### src/rtl/core/at_rlc_pkg.sv
// Shared types, reply texts and event codes of the AT response line classifier.
package at_rlc_pkg;

    // Item commands
    localparam logic [1:0] CMD_START = 2'd0;
    localparam logic [1:0] CMD_BYTE  = 2'd1;
    localparam logic [1:0] CMD_TICK  = 2'd2;

    // Status codes
    localparam logic [1:0] ST_IDLE = 2'd0;
    localparam logic [1:0] ST_WAIT = 2'd1;
    localparam logic [1:0] ST_DONE = 2'd2;
    localparam logic [1:0] ST_FAIL = 2'd3;

    // Event bit positions
    localparam int EV_OK      = 0;
    localparam int EV_ERROR   = 1;
    localparam int EV_FAIL    = 2;
    localparam int EV_BUSY    = 3;
    localparam int EV_WCONN   = 4;
    localparam int EV_GOTIP   = 5;
    localparam int EV_STATUS  = 6;
    localparam int EV_SENDOK  = 8;
    localparam int EV_PROMPT  = 9;
    localparam int EV_CLOSED  = 10;
    localparam int EV_TIMEOUT = 11;

    localparam int WANT_W  = 11;
    localparam int EVENT_W = 12;
    localparam int LIMIT_W = 16;
    localparam int ELAPSED_W = 17;
    localparam logic [ELAPSED_W-1:0] ELAPSED_TOP = '1;

    localparam logic [7:0]  CHAR_CR = 8'h0D;
    localparam logic [7:0]  CHAR_LF = 8'h0A;
    localparam logic [31:0] PROMPT_WORD = 32'h0D0A3E20;

    // Only the first CMP_LEN characters of a line can matter: the longest reply has 14
    localparam int CMP_LEN = 14;
    localparam int TXT_W   = 8 * CMP_LEN;

    typedef logic [CMP_LEN-1:0][7:0] t_chars;
    typedef logic [TXT_W-1:0]        t_txt;
    typedef logic [3:0]              t_txt_len;

    localparam t_txt TXT_OK     = "OK";
    localparam t_txt TXT_ERROR  = "ERROR";
    localparam t_txt TXT_FAIL   = "FAIL";
    localparam t_txt TXT_BUSYP  = "busy p...";
    localparam t_txt TXT_BUSYS  = "busy s...";
    localparam t_txt TXT_GOTIP  = "WIFI GOT IP";
    localparam t_txt TXT_WCONN  = "WIFI CONNECTED";
    localparam t_txt TXT_SENDOK = "SEND OK";
    localparam t_txt TXT_STATUS = "STATUS:2";
    localparam t_txt TXT_CLOSED = "CLOSED";

    typedef struct packed {
        logic [1:0]         command;
        logic [7:0]         rx_byte;
        logic [WANT_W-1:0]  expected_flags;
        logic [LIMIT_W-1:0] wait_ms;
    } t_in_item;

    typedef struct packed {
        logic [1:0]         status;
        logic [EVENT_W-1:0] event_flags;
    } t_out_item;

    // Line unit control for one item
    typedef struct packed {
        logic       clear;
        logic       take;
        logic [7:0] data;
    } t_line_ctl;

    // Raw text matches of the current line (length checked)
    typedef struct packed {
        logic ok;
        logic error;
        logic fail;
        logic busy;
        logic wconn;
        logic gotip;
        logic status2;
        logic sendok;
        logic closed;
    } t_match;

    // Compare the first n characters of a line with a right-aligned text
    function automatic logic txt_match(t_chars c, t_txt txt, t_txt_len n);
        logic same;
        int   pos;
        same = 1'b1;
        for (int i = 0; i < CMP_LEN; i++) begin
            pos = (i < int'(n)) ? (int'(n) - 1 - i) : 0;
            if (i < int'(n) && c[i] != txt[8*pos +: 8]) begin
                same = 1'b0;
            end
        end
        return same;
    endfunction

endpackage

### src/rtl/core/at_rlc_match.sv
// Line compare against the fixed module replies.
module at_rlc_match import at_rlc_pkg::*; #(
    parameter int LEN_W = 5
) (
    input  t_chars           i_chars,
    input  logic [LEN_W-1:0] i_len,
    output t_match           o_match
);

    function automatic logic len_is(logic [LEN_W-1:0] l, t_txt_len n);
        return l == LEN_W'(n);
    endfunction

    always_comb begin
        o_match.ok      = len_is(i_len, 4'd2)  && txt_match(i_chars, TXT_OK, 4'd2);
        o_match.error   = len_is(i_len, 4'd5)  && txt_match(i_chars, TXT_ERROR, 4'd5);
        o_match.fail    = len_is(i_len, 4'd4)  && txt_match(i_chars, TXT_FAIL, 4'd4);
        o_match.busy    = len_is(i_len, 4'd9)  && (txt_match(i_chars, TXT_BUSYP, 4'd9)
                                                || txt_match(i_chars, TXT_BUSYS, 4'd9));
        o_match.wconn   = len_is(i_len, 4'd14) && txt_match(i_chars, TXT_WCONN, 4'd14);
        o_match.gotip   = len_is(i_len, 4'd11) && txt_match(i_chars, TXT_GOTIP, 4'd11);
        o_match.status2 = len_is(i_len, 4'd8)  && txt_match(i_chars, TXT_STATUS, 4'd8);
        o_match.sendok  = len_is(i_len, 4'd7)  && txt_match(i_chars, TXT_SENDOK, 4'd7);
        o_match.closed  = len_is(i_len, 4'd6)  && txt_match(i_chars, TXT_CLOSED, 4'd6);
    end

endmodule

### src/rtl/core/at_rlc_line.sv
// Line splitter: CR-LF framing, line buffer, prompt detect and reply events.
module at_rlc_line import at_rlc_pkg::*; #(
    parameter int LINE_MAX = 16
) (
    input  logic              i_clk,
    input  logic              i_rst_n,
    input  t_line_ctl         i_ctl,
    input  logic [WANT_W-1:0] i_wanted,
    output logic [WANT_W-1:0] o_hits
);

    localparam int LEN_W = $clog2(LINE_MAX + 2);
    typedef logic [LEN_W-1:0] t_len;

    logic [7:0]  r_chars [CMP_LEN];
    t_len        r_len, n_len;
    logic [31:0] r_last, n_last;
    logic        r_cr, n_cr;
    logic        r_stop, n_stop;

    t_chars      chars;
    t_match      match;
    logic [31:0] shifted;
    logic        is_cr, is_lf, line_end, wr_en, put_cr, put_b;
    t_len        len1;

    // Advance length by one character; past the limit the line is marked too long
    function automatic t_len len_step(t_len l);
        return (l < LEN_W'(LINE_MAX)) ? t_len'(l + 1'b1) : t_len'(LINE_MAX + 1);
    endfunction

    always_comb begin
        for (int k = 0; k < CMP_LEN; k++) begin
            chars[k] = r_chars[k];
        end
    end

    at_rlc_match #(
        .LEN_W (LEN_W)
    ) u_match (
        .i_chars (chars),
        .i_len   (r_len),
        .o_match (match)
    );

    assign shifted  = {r_last[23:0], i_ctl.data};
    assign is_cr    = (i_ctl.data == CHAR_CR);
    assign is_lf    = (i_ctl.data == CHAR_LF);
    assign line_end = is_lf && r_cr;
    assign wr_en    = i_ctl.take && !i_ctl.clear && !i_wanted[EV_PROMPT] && !r_stop
                      && !line_end;
    assign put_cr   = r_cr;
    assign put_b    = !is_cr;
    assign len1     = put_cr ? len_step(r_len) : r_len;

    always_comb begin
        n_last = r_last;
        n_len  = r_len;
        n_cr   = r_cr;
        n_stop = r_stop;
        o_hits = '0;
        if (i_ctl.clear) begin
            n_last = '0;
            n_len  = '0;
            n_cr   = 1'b0;
            n_stop = 1'b0;
        end else if (i_ctl.take) begin
            n_last = shifted;
            if (i_wanted[EV_PROMPT]) begin
                o_hits[EV_PROMPT] = (shifted == PROMPT_WORD);
            end else if (!r_stop) begin
                if (line_end) begin
                    o_hits[EV_OK]     = match.ok;
                    o_hits[EV_ERROR]  = match.error;
                    o_hits[EV_FAIL]   = match.fail;
                    o_hits[EV_BUSY]   = match.busy;
                    o_hits[EV_WCONN]  = match.wconn   && i_wanted[EV_WCONN];
                    o_hits[EV_GOTIP]  = match.gotip   && i_wanted[EV_GOTIP];
                    o_hits[EV_STATUS] = match.status2 && i_wanted[EV_STATUS];
                    o_hits[EV_SENDOK] = match.sendok  && i_wanted[EV_SENDOK];
                    o_hits[EV_CLOSED] = match.closed  && i_wanted[EV_CLOSED];
                    n_stop = match.sendok && i_wanted[EV_SENDOK];
                    n_len  = '0;
                    n_cr   = 1'b0;
                end else begin
                    n_len = put_b ? len_step(len1) : len1;
                    n_cr  = is_cr;
                end
            end
        end
    end

    always_ff @(posedge i_clk) begin
        if (!i_rst_n) begin
            r_last <= '0;
            r_len  <= '0;
            r_cr   <= 1'b0;
            r_stop <= 1'b0;
        end else begin
            r_last <= n_last;
            r_len  <= n_len;
            r_cr   <= n_cr;
            r_stop <= n_stop;
        end
    end

    // Line characters beyond the compare window are never needed
    always_ff @(posedge i_clk) begin
        for (int k = 0; k < CMP_LEN; k++) begin
            if (wr_en && put_cr && r_len == t_len'(k)) begin
                r_chars[k] <= CHAR_CR;
            end
            if (wr_en && put_b && len1 == t_len'(k)) begin
                r_chars[k] <= i_ctl.data;
            end
        end
    end

endmodule

### src/rtl/core/at_response_line_classifier.sv
// Top level of the AT response line classifier: handshake, wait control, timer and verdict.
//
//   channel | direction | handshake                | payload
//   --------+-----------+--------------------------+---------------------------------------
//   in      | to block  | i_in_valid / o_in_ready  | i_in_item  (command, rx_byte, mask, ms)
//   out     | from block| o_out_valid / i_out_ready| o_out_item (status, event_flags)
//
// One item per clock cycle while the output is not stalled. An accepted item sits in the
// input register, is classified by the line unit and judged here, and its result lands
// in the output register, where it is held until the receiver takes it.
// Synchronous active-low reset clears the wait, mask, timer and line control state.
// A stalled output holds the result register and the input register; the input side keeps
// taking one more item while a result waits, and stops only when both registers are full.
module at_response_line_classifier import at_rlc_pkg::*; #(
    parameter int LINE_MAX = 16
) (
    input  logic      i_clk,
    input  logic      i_rst_n,
    input  logic      i_in_valid,
    output logic      o_in_ready,
    input  t_in_item  i_in_item,
    output logic      o_out_valid,
    input  logic      i_out_ready,
    output t_out_item o_out_item
);

    // Input register
    logic      r_in_valid;
    t_in_item  r_in;

    // Result register
    logic      r_out_valid;
    t_out_item r_out, n_out;

    // Wait state
    logic                 r_waiting, n_waiting;
    logic [EVENT_W-1:0]   r_seen, n_seen;
    logic [WANT_W-1:0]    r_wanted, n_wanted;
    logic [LIMIT_W-1:0]   r_limit, n_limit;
    logic [ELAPSED_W-1:0] r_elapsed, n_elapsed;

    logic              fire;
    logic              judge_en;
    logic [EVENT_W-1:0] seen_a;
    logic [WANT_W-1:0]  hits;
    t_line_ctl          line_ctl;

    // Advance when the stage holds an item and the result register is free or draining
    assign fire       = r_in_valid && (!r_out_valid || i_out_ready);
    assign o_in_ready = !r_in_valid || fire;

    // Line unit sees bytes only while a wait is armed; a start clears it
    assign line_ctl.clear = fire && (r_in.command == CMD_START);
    assign line_ctl.take  = fire && (r_in.command == CMD_BYTE) && r_waiting;
    assign line_ctl.data  = r_in.rx_byte;

    at_rlc_line #(
        .LINE_MAX (LINE_MAX)
    ) u_line (
        .i_clk    (i_clk),
        .i_rst_n  (i_rst_n),
        .i_ctl    (line_ctl),
        .i_wanted (r_wanted),
        .o_hits   (hits)
    );

    always_comb begin
        n_waiting = r_waiting;
        n_wanted  = r_wanted;
        n_limit   = r_limit;
        n_elapsed = r_elapsed;
        seen_a    = r_seen;
        judge_en  = 1'b0;
        n_out.status = r_waiting ? ST_WAIT : ST_IDLE;

        // Apply the command
        unique case (r_in.command)
            CMD_START: begin
                n_wanted  = r_in.expected_flags;
                n_limit   = r_in.wait_ms;
                n_elapsed = '0;
                seen_a    = '0;
                judge_en  = 1'b1;
            end
            CMD_BYTE: begin
                if (r_waiting) begin
                    seen_a   = r_seen | {1'b0, hits};
                    judge_en = 1'b1;
                end
            end
            CMD_TICK: begin
                if (r_waiting) begin
                    if (r_elapsed != ELAPSED_TOP) begin
                        n_elapsed = r_elapsed + 1'b1;
                    end
                    judge_en = 1'b1;
                end
            end
            default: begin
            end
        endcase

        n_seen = seen_a;

        // Judge: error replies win, then a complete mask, then expiry
        if (judge_en) begin
            priority if (seen_a[EV_ERROR] || seen_a[EV_FAIL] || seen_a[EV_BUSY]) begin
                n_waiting    = 1'b0;
                n_out.status = ST_FAIL;
            end else if ((n_wanted & seen_a[WANT_W-1:0]) == n_wanted) begin
                n_waiting    = 1'b0;
                n_out.status = ST_DONE;
            end else if ({1'b0, n_limit} < n_elapsed) begin
                n_seen       = {1'b1, n_wanted};
                n_waiting    = 1'b0;
                n_out.status = ST_FAIL;
            end else begin
                n_waiting    = 1'b1;
                n_out.status = ST_WAIT;
            end
        end

        n_out.event_flags = n_seen;
    end

    // Handshake registers
    always_ff @(posedge i_clk) begin
        if (!i_rst_n) begin
            r_in_valid  <= 1'b0;
            r_out_valid <= 1'b0;
        end else begin
            if (o_in_ready) begin
                r_in_valid <= i_in_valid;
            end
            if (fire) begin
                r_out_valid <= 1'b1;
            end else if (i_out_ready) begin
                r_out_valid <= 1'b0;
            end
        end
    end

    // Payload registers: load on accept, hold on stall
    always_ff @(posedge i_clk) begin
        if (o_in_ready && i_in_valid) begin
            r_in <= i_in_item;
        end
        if (fire) begin
            r_out <= n_out;
        end
    end

    // Wait state updates only for a processed item
    always_ff @(posedge i_clk) begin
        if (!i_rst_n) begin
            r_waiting <= 1'b0;
            r_seen    <= '0;
            r_wanted  <= '0;
            r_limit   <= '0;
            r_elapsed <= '0;
        end else if (fire) begin
            r_waiting <= n_waiting;
            r_seen    <= n_seen;
            r_wanted  <= n_wanted;
            r_limit   <= n_limit;
            r_elapsed <= n_elapsed;
        end
    end

    assign o_out_valid = r_out_valid;
    assign o_out_item  = r_out;

endmodule

### config.mk
export PLATFORM = sky130hd
export DESIGN_NAME = at_response_line_classifier
export DESIGN_NICKNAME = d
export VERILOG_FILES = /design/src/rtl/core/at_rlc_pkg.sv /design/src/rtl/core/at_rlc_match.sv /design/src/rtl/core/at_rlc_line.sv /design/src/rtl/core/at_response_line_classifier.sv
export SDC_FILE = /design/constraint.sdc
export NUM_CORES = 1
export LEC_CHECK = 0
export CORE_ASPECT_RATIO = 1.5
export CORE_MARGIN = 8
export CORE_UTILIZATION = 30
export CTS_BUF_LIST = sky130_fd_sc_hd__clkbuf_4
export CTS_CLUSTER_DIAMETER = 200
export DETAILED_ROUTE_END_ITERATION = 12
export DONT_BUFFER_PORTS = 1
export PLACE_DENSITY = 0.5
export SYNTH_ARGS = -nofsm -noshare
export SYNTH_HDL_FRONTEND = slang
export SYNTH_HIERARCHICAL = 1
export SYNTH_SLANG_ARGS = --single-unit
export TNS_END_PERCENT = 10
### constraint.sdc
create_clock -name i_clk -period 6.65 [get_ports i_clk]
set_input_delay 1.33 -clock i_clk [delete_from_list [all_inputs] [get_ports i_clk]]
set_output_delay 1.33 -clock i_clk [all_outputs]
set_load 0.05 [all_outputs]
After elaboration in Yosys (flattened, before gate mapping)
Memory sizes are Yosys's and may differ from the RTL's.
Cells that the tools add are included.
{"block": "totals", "reg_bits": 141, "ram_bits": 112, "input_bits": 41, "out_inout_bits": 16, "elab_cells": 436, "n_memories": 1}
{"block": "op_classes", "n_addsub": 3, "magnitude_cmp": 3, "n_eq_ne": 92, "n_mux": 214, "n_bitwise": 19, "n_reduce_logical": 87}
{"name": "u_line.r_chars", "words": 14, "width": 8, "read_ports": 14, "rd_ports_with_merged_regs": 0, "write_ports": 2, "line": "at_rlc_line.sv:15", "rtl": "logic [7:0] r_chars [CMP_LEN];"}
{"op": "!= test 8 x 7 -> 1 bit (second input constant)", "count": 51}
{"op": "2-to-1 mux 8 bit", "count": 26}
{"op": "2-to-1 mux 1 bit", "count": 148}
{"op": "OR reduction 8 bit", "count": 12}
{"op": "== test 5 x 4 -> 1 bit (second input constant)", "count": 13}
{"op": "2-to-1 mux 12 bit", "count": 5}
{"op": "!= test 8 x 6 -> 1 bit (second input constant)", "count": 7}
{"op": "logical AND 1 bit", "count": 54}
{"op": "2-to-1 mux 4 bit", "count": 12}
{"op": "== test 5 x 3 -> 1 bit (second input constant)", "count": 8}
{"op": "2-to-1 mux 7 bit", "count": 5}
{"op": "2-to-1 mux 17 bit", "count": 2}
{"op": "case mux 17 bit (2 select lines)", "count": 1}
{"op": "== test 32 x 28 -> 1 bit (second input constant)", "count": 1}
{"op": "2-to-1 mux 5 bit", "count": 5}
{"op": "case mux 12 bit (2 select lines)", "count": 1}
{"op": "== test 5 x 2 -> 1 bit (second input constant)", "count": 4}
{"op": "adder 17 x 1 -> 17 bit (second input constant)", "count": 1}
{"op": "< comparator 16 x 17 -> 1 bit", "count": 1}
{"op": "!= test 17 bit (second input constant)", "count": 1}
{"op": "== test 8 x 4 -> 1 bit (second input constant)", "count": 2}
{"op": "2-to-1 mux 16 bit", "count": 1}
{"op": "bitwise OR 1 bit", "count": 14}
{"op": "bitwise OR 12 x 11 -> 12 bit", "count": 1}
{"op": "other kinds (20)", "count": 42}

Depth between registers and ports, before layout
An unclocked memory read counts as a cell.
{"block": "logic_depth", "ltp_word": 31, "mapped_depth": 19, "ltp_nobuf": 16}

Cells and area by module
The synthesis kept the hierarchy.
{"mod": "at_rlc_line", "instances": 1, "cells_each": 517, "area_each_um2": 6183.4}
{"mod": "at_response_line_classifier", "instances": 1, "cells_each": 527, "area_each_um2": 5358.9}
{"mod": "at_rlc_match", "instances": 1, "cells_each": 126, "area_each_um2": 913.4}

Worst setup path before layout
OpenSTA, ideal clock, no wires.
{"block": "synth_timing", "path_type": "input to register", "from": "input port i_out_ready", "to": "register r_out (netlist bit o_out_item[0]) (data pin)", "setup_time_ns": 0.262, "arrival_time_ns": 4.922, "t_required_ns": 6.388, "setup_slack_ns": 1.466, "cell_stages": 17, "n_path_buf": 4, "path_cell_list": "nor2b_1 nand2b_1 clkbuf_1 inv_2 clkbuf_1 and2_1 buf_2 or3b_2 nor3_1 and3_1 a31oi_1 o21ai_0 o211ai_1 nor3_1 a211oi_2 buf_4 mux2_1"}
{"item": "start: declaration", "line": "at_response_line_classifier.sv:23", "rtl": "input logic i_out_ready,"}
{"item": "end signal: assignment", "line": "at_response_line_classifier.sv:149", "rtl": "r_out <= n_out;"}
{"item": "end: declaration", "line": "at_response_line_classifier.sv:33", "rtl": "t_out_item r_out, n_out;"}

==> summary.md <==
| Metric | Value |
|---|---|
| Outcome | `completed` |
| Clk_lat worst skew | `730 ps` |
| Post-CTS Hold Buffers | `0` |
| Largest area contributor in the netlist | `edfxtp_1` |
| Power Total | `3.283 mW` |
| WL per Instance | `20.51 um` |
| Dominant cells by area after synthesis | `edfxtp_1, dfxtp_1, nor2_1` |
| Largest net degree at the start of global routing | `57` |
| Fin crit share | `79.79%` |
| Synthesized instance count | `1170` |
| Leakage | `4.546 nW` |
| Initial antenna violation count | `1` |
| I/O Buffers | `0` |
| Yosys warns | `6` |
| Global route hottest layer | `met2` |
| Die Area | `48430 um^2` |
| CTS max path bufs | `3` |
| Root Buffer | `clkbuf_4` |
| Antenna viol nets, final | `0` |
| Hpwl dp | `25890 um` |
| Top cell type's share of synthesized area | `39.30%` |
| Maximum VDD drop | `0.08018 mV` |
| Core ar. | `41100 um^2` |
| Area delta synth->final | `11.10%` |
| Setup repair bufs after CTS | `0` |
| Die height | `265.6 um` |
| CP Class | `flop to flop` |
| Total track usage | `15.19%` |
| Layout cells sized above 1 | `16.49%` |
| Starting Density | `30.30%` |
| Synth cell types | `85` |
| Fin worst setup slack | `1344 ps` |
| #FFs+latches synth | `253` |
| Share of flip-flops with an asynchronous set or reset | `0%` |
| Core Util, Final | `33.67%` |
| Most frequent cells after synthesis | `edfxtp_1, nor2_1, nand2_1` |
| Top FF cell, synth | `edfxtp_1` |
| Slowest stage delay, CP | `790 ps` |
| Drt pass-1 iters | `5` |
| Post-synth design cell area | `12460 um^2` |
| TritonCTS Buffers | `68` |
| CP Data Arrival Time | `5760 ps` |
| Grt met2 use | `29.56%` |
| Inst Count DP | `1678` |
| Worst Setup End Kind | `flop` |
| Fin. Hold Viols | `0` |
| Die Width | `182.4 um` |
| Number of nets in the layout | `1255` |
| Top-count cell post-synth | `edfxtp_1` |
| Number of synthesized flops with an enable pin | `163` |
| Fin crit period | `5306 ps` |
| Final wirelength | `36840 um` |
| Seq/Total Area, Yosys | `53.76%` |
| Remaining routing DRC violations | `0` |
| Routed via count | `9260` |
| Final setup vio count | `0` |
| MaxCap Viol Count | `0` |
| Vias in the first global route | `9597` |
| Syn Nets | `1235` |
| Reg2reg path depth | `15` |
| CTS resizes | `0` |
| RSZ-0062 raised after global routing | `no` |
| Dpl cell area | `12990 um^2` |
| CTS tree | `yes` |
| Worst Path Max Fanout | `17` |
| Clock sink total | `253` |
| Hold slack | `451.7 ps` |
| First-pass GRT wire length | `56110 um` |
| Pwr per Cell Area | `237.2 nW/um^2` |
| Multi-input gate area | `5403 um^2` |
| Hold Path Class | `flop to flop` |
| Clk_skew | `43.50 ps` |
| Storage element area | `6696 um^2` |
| Fill count | `4126` |
| DRT iter0 DRCs | `546` |
| Total global routing overflow | `0` |
| IO Pins | `57` |
| Required time of the worst setup path | `7100 ps` |
| DP Worst Slack | `1324 ps` |
| GPL Wtd Cong | `0.9029` |
| Reg clk slew, reported paths | `70 ps` |
| Hold path cells | `2` |
| H-tree Lvls | `3` |
| Met1 usage | `14.72%` |
| Finished Layout Cells | `1796` |
| Critical path's slowest cell | `a211oi_4` |
| Max_slew headroom | `18.02%` |
| F_max | `188.5 MHz` |
| # rows | `91` |
| Worst slew pin tran | `1226 ps` |
| Slew Limit Fails | `0` |
| GR Layer Usage met3 | `2.895%` |
| Worst setup SP type | `flop` |
| Syn avg cell area | `10.65 um^2` |
| Finished Cell Area | `13840 um^2` |
| Worst path cell trace | `ha_1 -> and4_1 -> and2_1 -> a31oi_4 -> nand3_1 -> nor2_1 -> nor2_1 -> a21oi_1 -> ha_1 -> a21o_1 -> a2111o_1 -> a211oi_1 -> o211ai_2 -> a211oi_4 -> mux2_2` |
| Vias/cell | `5.156` |
| Setup_tns | `0 ps` |
-- cell usage in the layout (no fill, tap or decap), types with 13 or more instances in the layout --
master,count
dfxtp_1,90
nand3_1,44
edfxtp_1,163
nor4b_1,18
ha_1,23
o21ai_0,23
mux2_2,38
nand2_1,106
a211oi_1,13
nand2b_1,24
a21oi_1,58
nor2_1,129
mux2i_1,30
and2_1,39
nor3_1,31
or3_1,35
buf_4,18
nand4_1,31
clkbuf_4,101
-- worst paths after layout --
kind	start	end	slack, ps
hold / removal	r_limit[2]	r_limit[2]	450
hold reg to reg	r_limit[2]	r_limit[2]	450
setup reg to reg	r_elapsed[0]	o_out_item[5]	1340
setup / recovery	r_elapsed[0]	o_out_item[5]	1340
-- per-layer routing --
layer | vias to the layer above | share of wire (%)
met5 | - | 0
met4 | 0 | 4.3
met3 | 97 | 4.0
met2 | 252 | 55
met1 | 4465 | 36
li1 | 4446 | -
-- worst max-delay path, delay by kind of cell, from the launching register on --
| kind | cells | cell delay (ps) |
|---|---|---|
| adders and majority gates | 2 | 580 |
| DFF | 1 | 370 |
| and+or+nand+nor | 5 | 980 |
| AOI/OAI and AO/OA | 7 | 2660 |
| muxes | 1 | 420 |
-- where the power goes --
part / total (mW) / internal [mW] / switching [mW]
Sequential: 1.73 / 1.69 / 0.0376
Clock: 1.39 / 0.733 / 0.658
Combinational: 0.165 / 0.0556 / 0.110
Total: 3.28 / 2.48 / 0.806
-- area by class of cell --
| cell class | count | area share, % |
|---|---|---|
| flip-flops and latches | 253 | 48.39 |
| multi-input cells | 835 | 39.04 |
| clock buffers | 101 | 5.479 |
| well taps | 558 | 5.045 |
| repair buffers | 18 | 0.9765 |
| clock inverters | 16 | 0.6691 |
| inverters | 14 | 0.3797 |
| diodes | 1 | 0.01808 |
-- cells by family (layout without fill, tap and decap cells) --
group	after synthesis	count (layout)	synth area share, %
buf+inv	82	149	2.973
other cells	1	2	0.03011
mux	71	71	6.208
simple gates	566	566	25.35
xor+xnor	5	5	0.3516
flops	253	253	53.76
fa+ha+maj	24	24	2.411
compound gates	168	168	8.910
-- registers in the layout (all words and copies together) (netlist names) --
register,flops
line_ctl,8
o_out_item,14
o_out_valid,1
r_elapsed,17
r_in,29
r_in_valid,1
r_limit,16
r_seen,12
r_waiting,1
r_wanted,11
u_line/put_cr,1
u_line/r_chars,112
u_line/r_last,24
u_line/r_len,5
u_line/r_stop,1
No activity file was read; power rests on OpenSTA's default activity.
